## src/hw/rtl/depth_to_point_backprojection_unit_assert.svh

```systemverilog
`ifndef DEPTH_TO_POINT_BACKPROJECTION_UNIT_ASSERT_SVH
`define DEPTH_TO_POINT_BACKPROJECTION_UNIT_ASSERT_SVH

// same-cycle implication, checked outside reset
`define DPB_ASSERT_NOW(label, ante, cons) \
  label: assert property (@(posedge clk) disable iff (rst) (ante) |-> (cons)) \
    else $error("dpb assertion failed");

// next-cycle implication, checked outside reset
`define DPB_ASSERT_NEXT(label, ante, cons) \
  label: assert property (@(posedge clk) disable iff (rst) (ante) |=> (cons)) \
    else $error("dpb assertion failed");

`endif

```

## src/hw/rtl/dpb_pkg.sv

```systemverilog
package dpb_pkg;

  localparam int MAX_SIDE   = 4096;
  localparam int CNT_W      = $clog2(MAX_SIDE);
  localparam int SIDE_W     = CNT_W + 1;
  localparam int DEPTH_BITS = 16;
  localparam int DEPTH_W    = 16;
  localparam int CENTER_W   = 16;
  localparam int INV_W      = 24;
  localparam int COORD_W    = 24;
  localparam int CFG_DATA_W = 24;
  localparam int CFG_IDX_W  = 3;
  localparam int FRAC_SHIFT = 28;
  localparam int PROD_A_W   = CENTER_W + DEPTH_W;
  localparam int PROD_P_W   = PROD_A_W + INV_W;
  localparam int MAG_W      = PROD_P_W + 1 - FRAC_SHIFT;

  localparam logic [CFG_IDX_W-1:0] REG_IMAGE_WIDTH  = 3'd0;
  localparam logic [CFG_IDX_W-1:0] REG_IMAGE_HEIGHT = 3'd1;
  localparam logic [CFG_IDX_W-1:0] REG_CENTER_X     = 3'd2;
  localparam logic [CFG_IDX_W-1:0] REG_CENTER_Y     = 3'd3;
  localparam logic [CFG_IDX_W-1:0] REG_INV_FOCAL_X  = 3'd4;
  localparam logic [CFG_IDX_W-1:0] REG_INV_FOCAL_Y  = 3'd5;
  localparam logic [CFG_IDX_W-1:0] REG_MIN_RANGE    = 3'd6;
  localparam logic [CFG_IDX_W-1:0] REG_MAX_RANGE    = 3'd7;

  localparam logic [SIDE_W-1:0]   RST_IMAGE_WIDTH  = 13'd640;
  localparam logic [SIDE_W-1:0]   RST_IMAGE_HEIGHT = 13'd480;
  localparam logic [CENTER_W-1:0] RST_CENTER_X     = 16'd5120;
  localparam logic [CENTER_W-1:0] RST_CENTER_Y     = 16'd3840;
  localparam logic [INV_W-1:0]    RST_INV_FOCAL    = 24'd32768;
  localparam logic [DEPTH_W-1:0]  RST_MIN_RANGE    = 16'd100;
  localparam logic [DEPTH_W-1:0]  RST_MAX_RANGE    = 16'd7000;

  typedef struct packed {
    logic [SIDE_W-1:0]   image_width;
    logic [SIDE_W-1:0]   image_height;
    logic [CENTER_W-1:0] center_x;
    logic [CENTER_W-1:0] center_y;
    logic [INV_W-1:0]    inv_focal_x;
    logic [INV_W-1:0]    inv_focal_y;
    logic [DEPTH_W-1:0]  min_range;
    logic [DEPTH_W-1:0]  max_range;
  } cfg_t;

  typedef struct packed {
    logic load_in;
    logic lane_y;
    logic mul_diff;
    logic mul_inv;
    logic cap_x;
    logic cap_y;
    logic load_out;
  } cmd_t;

  typedef struct packed {
    logic out_free;
  } status_t;

endpackage

```

## src/hw/rtl/depth_to_point_backprojection_unit.sv

```systemverilog
// Turns a raster stream of depth pixels into pinhole back-projected points, one
// result per pixel. Each pixel occupies the block through the transfer cycle,
// then a multiply by depth and a multiply by the focal reciprocal for x and
// then for y on one shared multiplier pair, a rounding step and the output
// write; no new pixel is taken until that write is done. The result sits in
// an output register, so a back-pressured result stalls only the final write.
// Rejected pixels give an all-zero point with point_valid low; frame_start
// restarts the column and row counters at the pixel that carries it. Registers
// are to be written by the user through cfg_we, cfg_index and cfg_data only
// while no pixel is in flight; the block itself does not enforce this.
module depth_to_point_backprojection_unit (
  input  logic                                clk,
  input  logic                                rst,
  input  logic                                cfg_we,
  input  logic [dpb_pkg::CFG_IDX_W-1:0]       cfg_index,
  input  logic [dpb_pkg::CFG_DATA_W-1:0]      cfg_data,
  input  logic                                in_valid,
  output logic                                in_ready,
  input  logic [dpb_pkg::DEPTH_W-1:0]         depth,
  input  logic                                depth_present,
  input  logic                                frame_start,
  output logic                                out_valid,
  input  logic                                out_ready,
  output logic signed [dpb_pkg::COORD_W-1:0]  point_x,
  output logic signed [dpb_pkg::COORD_W-1:0]  point_y,
  output logic [dpb_pkg::DEPTH_W-1:0]         point_z,
  output logic                                point_valid,
  output logic                                frame_last
);
  import dpb_pkg::*;

  cfg_t    cfg;
  cmd_t    cmd;
  status_t status;

  always_ff @(posedge clk) begin
    if (rst) begin
      cfg.image_width  <= RST_IMAGE_WIDTH;
      cfg.image_height <= RST_IMAGE_HEIGHT;
      cfg.center_x     <= RST_CENTER_X;
      cfg.center_y     <= RST_CENTER_Y;
      cfg.inv_focal_x  <= RST_INV_FOCAL;
      cfg.inv_focal_y  <= RST_INV_FOCAL;
      cfg.min_range    <= RST_MIN_RANGE;
      cfg.max_range    <= RST_MAX_RANGE;
    end else if (cfg_we) begin
      unique case (cfg_index)
        REG_IMAGE_WIDTH:  cfg.image_width  <= cfg_data[SIDE_W-1:0];
        REG_IMAGE_HEIGHT: cfg.image_height <= cfg_data[SIDE_W-1:0];
        REG_CENTER_X:     cfg.center_x     <= cfg_data[CENTER_W-1:0];
        REG_CENTER_Y:     cfg.center_y     <= cfg_data[CENTER_W-1:0];
        REG_INV_FOCAL_X:  cfg.inv_focal_x  <= cfg_data[INV_W-1:0];
        REG_INV_FOCAL_Y:  cfg.inv_focal_y  <= cfg_data[INV_W-1:0];
        REG_MIN_RANGE:    cfg.min_range    <= cfg_data[DEPTH_W-1:0];
        REG_MAX_RANGE:    cfg.max_range    <= cfg_data[DEPTH_W-1:0];
        default: ;
      endcase
    end
  end

  dpb_ctrl u_ctrl (
    .clk      (clk),
    .rst      (rst),
    .in_valid (in_valid),
    .in_ready (in_ready),
    .status   (status),
    .cmd      (cmd)
  );

  dpb_datapath u_datapath (
    .clk           (clk),
    .rst           (rst),
    .cfg           (cfg),
    .depth         (depth),
    .depth_present (depth_present),
    .frame_start   (frame_start),
    .cmd           (cmd),
    .status        (status),
    .out_valid     (out_valid),
    .out_ready     (out_ready),
    .point_x       (point_x),
    .point_y       (point_y),
    .point_z       (point_z),
    .point_valid   (point_valid),
    .frame_last    (frame_last)
  );

endmodule

```

## src/hw/rtl/dpb_ctrl.sv

```systemverilog
`include "depth_to_point_backprojection_unit_assert.svh"

module dpb_ctrl (
  input  logic            clk,
  input  logic            rst,
  input  logic            in_valid,
  output logic            in_ready,
  input  dpb_pkg::status_t status,
  output dpb_pkg::cmd_t    cmd
);
  import dpb_pkg::*;

  typedef enum logic [2:0] {
    IDLE,
    MUL_X,
    SCALE_X,
    MUL_Y,
    SCALE_Y,
    ROUND_Y,
    WRITE
  } state_t;

  state_t state;

  always_ff @(posedge clk) begin
    if (rst) begin
      state <= IDLE;
    end else begin
      unique case (state)
        IDLE:    if (in_valid) state <= MUL_X;
        MUL_X:   state <= SCALE_X;
        SCALE_X: state <= MUL_Y;
        MUL_Y:   state <= SCALE_Y;
        SCALE_Y: state <= ROUND_Y;
        ROUND_Y: state <= WRITE;
        WRITE:   if (status.out_free) state <= IDLE;
        default: state <= IDLE;
      endcase
    end
  end

  assign in_ready = (state == IDLE);

  always_comb begin
    cmd = '0;
    unique case (state)
      IDLE:    cmd.load_in = in_valid;
      MUL_X:   cmd.mul_diff = 1'b1;
      SCALE_X: cmd.mul_inv = 1'b1;
      MUL_Y: begin
        cmd.cap_x    = 1'b1;
        cmd.mul_diff = 1'b1;
        cmd.lane_y   = 1'b1;
      end
      SCALE_Y: begin
        cmd.mul_inv = 1'b1;
        cmd.lane_y  = 1'b1;
      end
      ROUND_Y: cmd.cap_y = 1'b1;
      WRITE:   cmd.load_out = status.out_free;
      default: cmd = '0;
    endcase
  end

  `DPB_ASSERT_NEXT(a_busy_after_transfer, cmd.load_in, !in_ready)
  `DPB_ASSERT_NOW(a_cap_y_follows_scale, cmd.cap_y, $past(cmd.mul_inv && cmd.lane_y))
  `DPB_ASSERT_NOW(a_out_only_when_free, cmd.load_out, status.out_free && !in_ready)

endmodule

```

## src/hw/rtl/dpb_datapath.sv

```systemverilog
`include "depth_to_point_backprojection_unit_assert.svh"

module dpb_datapath (
  input  logic                            clk,
  input  logic                            rst,
  input  dpb_pkg::cfg_t                   cfg,
  input  logic [dpb_pkg::DEPTH_W-1:0]     depth,
  input  logic                            depth_present,
  input  logic                            frame_start,
  input  dpb_pkg::cmd_t                   cmd,
  output dpb_pkg::status_t                status,
  output logic                            out_valid,
  input  logic                            out_ready,
  output logic signed [dpb_pkg::COORD_W-1:0] point_x,
  output logic signed [dpb_pkg::COORD_W-1:0] point_y,
  output logic [dpb_pkg::DEPTH_W-1:0]     point_z,
  output logic                            point_valid,
  output logic                            frame_last
);
  import dpb_pkg::*;

  function automatic logic [COORD_W-1:0] sat_coord(input logic [MAG_W-1:0] mag,
                                                    input logic neg);
    logic [MAG_W-1:0] lim;
    logic [MAG_W-1:0] m;
    lim = neg ? MAG_W'(1) << (COORD_W - 1) : (MAG_W'(1) << (COORD_W - 1)) - MAG_W'(1);
    m   = (mag > lim) ? lim : mag;
    return neg ? COORD_W'(-m) : m[COORD_W-1:0];
  endfunction

  function automatic logic [SIDE_W-1:0] clamp_side(input logic [SIDE_W-1:0] s);
    logic [SIDE_W-1:0] r;
    r = s;
    if (s == '0) r = SIDE_W'(1);
    else if (s > SIDE_W'(MAX_SIDE)) r = SIDE_W'(MAX_SIDE);
    return r;
  endfunction

  logic [CNT_W-1:0]    col;
  logic [CNT_W-1:0]    row;
  logic [SIDE_W-1:0]   w;
  logic [SIDE_W-1:0]   h;
  logic [CNT_W-1:0]    u;
  logic [CNT_W-1:0]    v;
  logic [SIDE_W-1:0]   u_inc;
  logic [SIDE_W-1:0]   v_inc;
  logic [DEPTH_W-1:0]  z;
  logic                pix_ok;
  logic [CENTER_W-1:0] pos_x;
  logic [CENTER_W-1:0] pos_y;

  logic [DEPTH_W-1:0]  z_q;
  logic                ok_q;
  logic                last_q;
  logic                neg_x_q;
  logic                neg_y_q;
  logic [CENTER_W-1:0] diff_x_q;
  logic [CENTER_W-1:0] diff_y_q;
  logic [PROD_A_W-1:0] prod_a;
  logic [PROD_P_W-1:0] prod_p;
  logic [PROD_P_W:0]   rounded;
  logic [MAG_W-1:0]    mag_x;
  logic [MAG_W-1:0]    mag_y;

  always_comb begin
    w = clamp_side(cfg.image_width);
    h = clamp_side(cfg.image_height);
    // a shrunk image size after a config write folds stale counters back to zero
    if (frame_start || ({1'b0, col} >= w)) u = '0;
    else u = col;
    if (frame_start || ({1'b0, row} >= h)) v = '0;
    else v = row;
    u_inc  = {1'b0, u} + SIDE_W'(1);
    v_inc  = {1'b0, v} + SIDE_W'(1);
    z      = depth[DEPTH_BITS-1:0];
    pix_ok = depth_present && (z != '0) && (z >= cfg.min_range) && (z <= cfg.max_range);
    pos_x  = {u, 4'b0000};
    pos_y  = {v, 4'b0000};
  end

  always_ff @(posedge clk) begin
    if (rst) begin
      col <= '0;
      row <= '0;
    end else if (cmd.load_in) begin
      if (u_inc >= w) begin
        col <= '0;
        row <= (v_inc >= h) ? '0 : v_inc[CNT_W-1:0];
      end else begin
        col <= u_inc[CNT_W-1:0];
        row <= v;
      end
    end
  end

  always_ff @(posedge clk) begin
    if (cmd.load_in) begin
      z_q      <= z;
      ok_q     <= pix_ok;
      last_q   <= (u_inc == w) && (v_inc == h);
      neg_x_q  <= pos_x < cfg.center_x;
      neg_y_q  <= pos_y < cfg.center_y;
      diff_x_q <= (pos_x < cfg.center_x) ? cfg.center_x - pos_x : pos_x - cfg.center_x;
      diff_y_q <= (pos_y < cfg.center_y) ? cfg.center_y - pos_y : pos_y - cfg.center_y;
    end
  end

  // one shared multiplier pair, x lane first then y lane
  assign rounded = {1'b0, prod_p} + ((PROD_P_W + 1)'(1) << (FRAC_SHIFT - 1));

  always_ff @(posedge clk) begin
    if (cmd.mul_diff) begin
      prod_a <= PROD_A_W'((cmd.lane_y ? diff_y_q : diff_x_q)) * PROD_A_W'(z_q);
    end
    if (cmd.mul_inv) begin
      prod_p <= PROD_P_W'(prod_a) *
                PROD_P_W'((cmd.lane_y ? cfg.inv_focal_y : cfg.inv_focal_x));
    end
    if (cmd.cap_x) mag_x <= rounded[PROD_P_W:FRAC_SHIFT];
    if (cmd.cap_y) mag_y <= rounded[PROD_P_W:FRAC_SHIFT];
  end

  // output register, freed by a transfer on the result side
  always_ff @(posedge clk) begin
    if (rst) begin
      out_valid <= 1'b0;
    end else if (cmd.load_out) begin
      out_valid <= 1'b1;
    end else if (out_ready) begin
      out_valid <= 1'b0;
    end
  end

  always_ff @(posedge clk) begin
    if (cmd.load_out) begin
      point_x     <= ok_q ? sat_coord(mag_x, neg_x_q) : '0;
      point_y     <= ok_q ? sat_coord(mag_y, neg_y_q) : '0;
      point_z     <= ok_q ? z_q : '0;
      point_valid <= ok_q;
      frame_last  <= last_q;
    end
  end

  assign status.out_free = !out_valid || out_ready;

  `DPB_ASSERT_NOW(a_reject_zero, out_valid && !point_valid,
                  point_x == '0 && point_y == '0 && point_z == '0)
  `DPB_ASSERT_NEXT(a_x_sign_pos, cmd.load_out && ok_q && !neg_x_q, !point_x[COORD_W-1])
  `DPB_ASSERT_NEXT(a_y_sign_neg, cmd.load_out && ok_q && neg_y_q,
                   point_y[COORD_W-1] || point_y == '0)

endmodule
```

## config.mk

```make
export PLATFORM = sky130hd
export DESIGN_NAME = depth_to_point_backprojection_unit
export DESIGN_NICKNAME = d
export VERILOG_FILES = /design/src/hw/rtl/dpb_pkg.sv /design/src/hw/rtl/depth_to_point_backprojection_unit.sv /design/src/hw/rtl/dpb_ctrl.sv /design/src/hw/rtl/dpb_datapath.sv
export VERILOG_INCLUDE_DIRS = /design/src /design/src/hw/rtl
export SDC_FILE = /design/constraint.sdc
export NUM_CORES = 2
export LEC_CHECK = 0
export BUFFER_PORTS_ARGS = -buffer_cell sky130_fd_sc_hd__buf_2
export CORE_ASPECT_RATIO = 1.25
export CORE_MARGIN = 4
export CORE_UTILIZATION = 26
export CTS_CLUSTER_SIZE = 40
export DETAILED_ROUTE_END_ITERATION = 8
export SKIP_CTS_REPAIR_TIMING = 1
export SYNTH_ARGS = -nofsm -noshare
export SYNTH_HDL_FRONTEND = slang
export SYNTH_SLANG_ARGS = --single-unit
```

## constraint.sdc

```tcl
create_clock -name clk -period 11.51 [get_ports clk]
set_input_delay 2.302 -clock clk [delete_from_list [all_inputs] [get_ports clk]]
set_output_delay 2.302 -clock clk [all_outputs]
set_load 0.02 [all_outputs]
```

Word level (Yosys, flattened, before mapping)
Index checks and enable logic that the tools add are counted.
{"block": "word_totals", "output_inout_bits": 68, "word_cells": 125, "register_bits": 430, "inputBits": 50}
{"block": "op_classes", "n_lt_le_gt_ge": 12, "reduce_logical": 26, "eq_ne": 17, "add_sub_neg": 9, "multipliers": 2, "muxes": 31}
{"operator": "$mux W24", "count": 7}
{"operator": "$sub A16 B16 Y16", "count": 4}
{"operator": "$mux W12", "count": 5}
{"operator": "$gt A29 B24 Y1", "count": 2}
{"operator": "$add A56 B28 Y57 const B", "count": 1}
{"operator": "$mul A32 B56 Y56", "count": 1}
{"operator": "$mux W13", "count": 4}
{"operator": "$mux W16", "count": 3}
{"operator": "$neg A24 Y24", "count": 2}
{"operator": "$lt A16 B16 Y1", "count": 2}
{"operator": "$mul A32 B16 Y32", "count": 1}
{"operator": "$add A12 B1 Y13 const B", "count": 2}
{"operator": "$eq A13 B13 Y1", "count": 2}
{"operator": "$ge A12 B13 Y1", "count": 2}
{"operator": "$ge A13 B13 Y1", "count": 2}
{"operator": "$gt A13 B13 Y1 const B", "count": 2}
{"operator": "$logic_not A13 Y1", "count": 2}
{"operator": "$eq A3 B3 Y1 const B", "count": 7}
{"operator": "$pmux W3 S7", "count": 1}
{"operator": "$reduce_and A2 Y1", "count": 9}
{"operator": "$ge A16 B16 Y1", "count": 1}
{"operator": "$le A16 B16 Y1", "count": 1}
{"operator": "$reduce_bool A16 Y1", "count": 1}
{"operator": "$eq A3 B2 Y1 const B", "count": 4}
{"operator": "11 further kinds", "count": 29}

Longest topological paths before layout
{"block": "depth", "ltp_word": 10, "ltp_mapped": 32, "mapped_depth_nobuf": 29}

By module
A second synthesis with hierarchy kept.
{"block": "unflattened", "cells_unflattened": 5848, "area_unflattened_um2": 54967.7}
{"mod": "dpb_datapath", "seq_area_each_um2": 7617.3, "cells_each": 5317, "instances": 1, "area_each_um2": 49252.2}
{"mod": "depth_to_point_backprojection_unit", "seq_area_each_um2": 2762.6, "cells_each": 505, "instances": 1, "area_each_um2": 5491.5}
{"mod": "dpb_ctrl", "seq_area_each_um2": 60.1, "cells_each": 26, "instances": 1, "area_each_um2": 224.0}

Least setup slack after synthesis
No wires, ideal clock.
{"block": "synth_path", "path_type": "flip-flop to flip-flop", "from": "reg u_ctrl.state[2]", "to": "reg u_datapath.prod_p[32] (data pin)", "synth_period_minus_slack_ns": 8.465, "setup_time_ns": 0.259, "slack_ns": 3.045, "path_buffers": 3, "t_required_ns": 11.251, "arrival_time_ns": 8.207, "stages_incl_launch_ff": 31, "cell_sequence": "dfxtp_1 > nand3b_1 > inv_1 > nor2_1 > buf_2 > buf_1 > mux2i_1 > clkbuf_1 > nor2b_1 > fa_1 > fa_1 > inv_1 > fa_1 > fa_1 > inv_1 > fa_1 > fa_1 > inv_1 > fa_1 > inv_1 > ha_1 > and4_1 > nand4_1 > or4_4 > o21ai_1 > a31oi_1 > o32ai_1 > a21oi_1 > o211ai_1 > nor2_1 > xnor2_1"}
{"block": "synth_via", "elab_chain_len": 5, "elab_cells_between_ends": 6, "classes_between": "mul: 1; eq/ne: 2; mux: 2; reduce/logical: 1"}
{"element": "start, declared", "line_no": "dpb_ctrl.sv:23", "text": "state_t state;"}
{"element": "start signal, assigned", "line_no": "dpb_ctrl.sv:27", "text": "state <= IDLE;"}
{"element": "start signal, assigned", "line_no": "dpb_ctrl.sv:30", "text": "IDLE: if (in_valid) state <= MUL_X;"}
{"element": "start signal, assigned", "line_no": "dpb_ctrl.sv:31", "text": "MUL_X: state <= SCALE_X;"}
{"element": "$eq A3 B3 Y1 / $eq A3 B2 Y1 (equally long branches)", "line_no": "dpb_ctrl.sv:46", "text": "unique case (state)"}
{"element": "$reduce_or A2 Y1 (no line) (*)"}
{"element": "$mux W1 (*)", "line_no": "dpb_ctrl.sv:46"}
{"element": "$mux W24 (*)", "line_no": "dpb_datapath.sv:117", "text": "PROD_P_W'((cmd.lane_y ? cfg.inv_focal_y : cfg.inv_focal_x));"}
{"element": "$mul A32 B56 Y56 (*)", "line_no": "dpb_datapath.sv:116", "text": "prod_p <= PROD_P_W'(prod_a) *"}
{"element": "end signal, assigned", "line_no": "dpb_datapath.sv:116"}
{"element": "end, declared", "line_no": "dpb_datapath.sv:60", "text": "logic [PROD_P_W-1:0] prod_p;"}
Mark *: on every way between the ends. The rest lies on a longest branch, timed or not.
A chain may end at the register's enable or synchronous reset.

Worst setup path after layout
Ends and elaborated chain as after synthesis.

==> key figures <==
Worst hold path
  – Hold depth: 2
  – HP Start: cfg[69]
  – Min-delay worst type: reg -> reg
  – Hold Path Sink: cfg[69]

Routing
  – DRC: 0
  – Via count: 40500
  – First drt pass iteration count: 6
  – Initial DRC count: 2766
  – Final wirelength: 152 mm
  – Post-route ant nets: 0
  – DR vias/cell: between 4 and 5
  – WL/cell: 17.6 um

Final layout
  – Final Net Count: 7221
  – Final design utilization: 0.285
  – Layout Area Growth over Synthesis: 9.22%
  – Fraction of layout cells with a size suffix above 1: 0.0601
  – Design Area, Final: 59300 um2
  – Final cell count without fillers: 8635
  – Fill count: 22000

Synth
  – Area leader, netlist: fa_1
  – Average size of a mapped cell: approximately 9 um2
  – Largest family of logic cells by synthesized area: adder cells
  – XOR/XNOR Fraction of Synth Area: 0.0216
  – Top post-synthesis cells by area: fa_1, edfxtp_1, ha_1
  – Ys Warns: 0
  – Adder-cell share of the synthesized area: 0.421
  – Count of cell types in the netlist: 104
  – Sequential share of the synthesized area: 0.192
  – Mapped cell area: 54300 um2
  – Syn Nets: 7291
  – EDFF count, synth: 237
  – Post-Synthesis Cells: just under 6000
  – Commonest cells post-synth: inv_1, nand2_1, fa_1
  – Post-synthesis mux area share: 0.0116
  – Top-area cell type share of the netlist area: 0.315
  – Synth Area in Compound Gates: 0.0840
  – Most common cell in the synthesized netlist: inv_1
  – Main flop type after synthesis: edfxtp_1
  – Simple logic cell fraction of the synthesized area: 0.177
  – Yosys reg bits: a little over 400
  – Ys async rst share: 0

Global route
  – Total track usage: 0.140
  – GRT busiest layer: met2
  – M1 GR Usage: 0.177
  – First-pass GRT wire length: approximately 240 mm
  – Met2 usage: 0.246
  – Initial antenna violation count: 9
  – M3 GR Usage: 0.0199
  – Vias in the first global route: about 43000
  – Largest net degree at the start of global routing: 95
  – GRT overflow: 0

Clock network
  – Clk buf depth: 3
  – CTS tree: built
  – Worst-Skew Late Latency: 0.66 ns
  – Number of H-tree levels: 2
  – Clock transition at path regs: 0.06 ns
  – # clock sinks: 403
  – TritonCTS buffer count: 47
  – Root Buffer: clkbuf_16

Timing
  – Final period util: 0.832
  – Final hold slack: 0.452 ns
  – Final Max Slew Viols: 0
  – Setup TNS: 0 ns
  – Worst-margin pin slew: roughly 1.3 ns
  – Max Fclk: 104 MHz
  – RSZ-0062 raised after global routing: no
  – Layout Skew: around 0.074 ns
  – Relative slew slack: 0.110
  – # setup viols final: 0
  – Final hold vios: 0
  – Final min period: 9.58 ns

Floorplan
  – Die width: 417 um
  – FP Rows: 187
  – Height of the die: around 520 um
  – # IOs: 118
  – Die footprint: 216000 um2
  – Initial Util: 0.261
  – Core area: slightly above 200000 um2

Setup path
  – Worst r2r src: u_ctrl.state[2]
  – Critical Path RT: 11.85 ns
  – CP max FO: 38
  – Flop2flop setup slack: 1.93 ns
  – Setup crit end kind: flip-flop
  – Startpoint Class: flip-flop
  – Crit Reg-Reg Endpoint: u_datapath.prod_p[32]
  – Critical path class: reg -> reg
  – Worst r2r path cells: 26
  – WP data arrival: 9.92 ns

Pwr
  – Comb pwr share: 0.682
  – Pwr dens: 199 nW/um2
  – Clock power share: 0.134
  – Leak: 27.0 nW
  – Part of the power in registers: 0.184
  – Sw Ratio: 0.473
  – Int Pwr: 6.20 mW
  – Peak supply drop: slightly below 0.0005 V
  – P_sw: approximately 5.6 mW

Placement
  – GP Congestion: a little under 0.9
  – Area after DPL: a little under 60000 um2
  – Port Buf Inserts: between 100 and 150
  – Cells after DPL: between 8000 and 9000
  – Hpwl dp: 116 mm

Run status
  – Status: finished, final reports clean

Job
  – Max Cap Viol: 0
final cells by class:
class / instances / area [um2] / area share
well taps: 2740 / 3430 / 0.0578
diodes: 2 / 5.00 / 0.0000844
inverters: 1032 / 3870 / 0.0653
flip-flops and latches: 403 / 10400 / 0.176
clock inverters: 28 / 329 / 0.00555
clock buffers: 59 / 1300 / 0.0220
repair buffers: 171 / 993 / 0.0168
multi-input cells: 4200 / 38900 / 0.656
stage by stage:
step | power [mW] | setup slack [ns]
floorplan | 8.09 | 3.04
global placement | 10.0 | 2.15
detailed placement | 10.2 | 1.98
CTS | 11.9 | 1.92
global route | 13.0 | 1.52
finish | 11.8 | 1.93
kinds of logic (layout without fill, tap and decap cells):
logic type               after synthesis  in the layout
flip-flops                           403            403
AO/OA/AOI/OAI                        708            708
buffers and inverters               1322           1290
XOR/XNOR                             134            134
multiplexers                          58             58
other                                  0              2
adder cells (fa/ha/maj)             1316           1316
AND/OR/NAND/NOR                     1984           1984
layout by cell type (no fill, tap or decap), types with 20 or more instances in the layout:
cell type	count
a211oi_1	27
a21o_1	78
a21oi_1	261
and2_1	466
and3_1	50
buf_2	116
buf_4	55
clkbuf_16	49
dfxtp_1	166
edfxtp_1	237
fa_1	853
ha_1	463
inv_1	1029
mux2_2	38
nand2_1	939
nand2b_1	38
nand3_1	72
nand4_1	34
nor2_1	165
nor2b_1	70
nor3_1	52
o211ai_1	29
o21a_1	41
o21ai_0	108
o31ai_1	20
xnor2_1	91
xor2_1	43
power by group through the flow:
stage / logic [mW] / registers, mW / clock network, mW
after floorplan: 5.99 / 2.10 / 0
after global placement: 7.85 / 2.19 / 0
after detailed placement: 8.01 / 2.19 / 0
after CTS: 8.07 / 2.16 / 1.62
after global routing: 9.14 / 2.18 / 1.68
final: 8.03 / 2.17 / 1.57
sequential cells by signal, indices dropped and copies added, names as in the netlist, 24 cells and up:
register            count
u_datapath.point_y     24
u_datapath.prod_p      29
u_datapath.mag_x       29
u_datapath.point_x     24
u_datapath.prod_a      32
u_datapath.mag_y       29
cfg                   138
layer usage:
layer,routed length (um),up-vias
met5,0,-
met4,5890,0
met3,9160,347
met2,74200,1280
met1,63200,20400
li1,-,18500
critical path: stages (launching register included):
cell,delay [ns]
dfxtp_1,0.58
nor3b_1,0.60
nor2_4,0.02
buf_4,0.30
mux2_2,0.90
nand2_1,0.20
fa_1,0.58
inv_1,0.05
fa_1,0.47
inv_1,0.06
fa_1,0.50
fa_1,0.51
inv_1,0.05
fa_1,0.49
fa_1,0.50
inv_1,0.05
fa_1,0.47
inv_1,0.04
ha_1,0.36
and4_1,0.29
nand4_1,0.15
or4_4,0.58
o32ai_1,0.73
a21oi_1,0.27
o211ai_1,0.28
nor2_1,0.08
xnor2_1,0.12
worst max-delay path by stage:
| stage | from | depth (start not counted) | endpoint |
|---|---|---|---|
| 5_1_grt | u_ctrl.state[2] | 27 | u_datapath.prod_p[32] |
| 3_3_place_gp | u_ctrl.state[2] | 26 | u_datapath.prod_p[32] |
| 2_1_floorplan | u_ctrl.state[2] | 30 | u_datapath.prod_p[32] |
| 6_report | u_ctrl.state[2] | 26 | u_datapath.prod_p[32] |
| 4_1_cts | u_ctrl.state[2] | 27 | u_datapath.prod_p[32] |
| 3_5_place_dp | u_ctrl.state[2] | 26 | u_datapath.prod_p[32] |
Power figures use the tool's default switching activity.
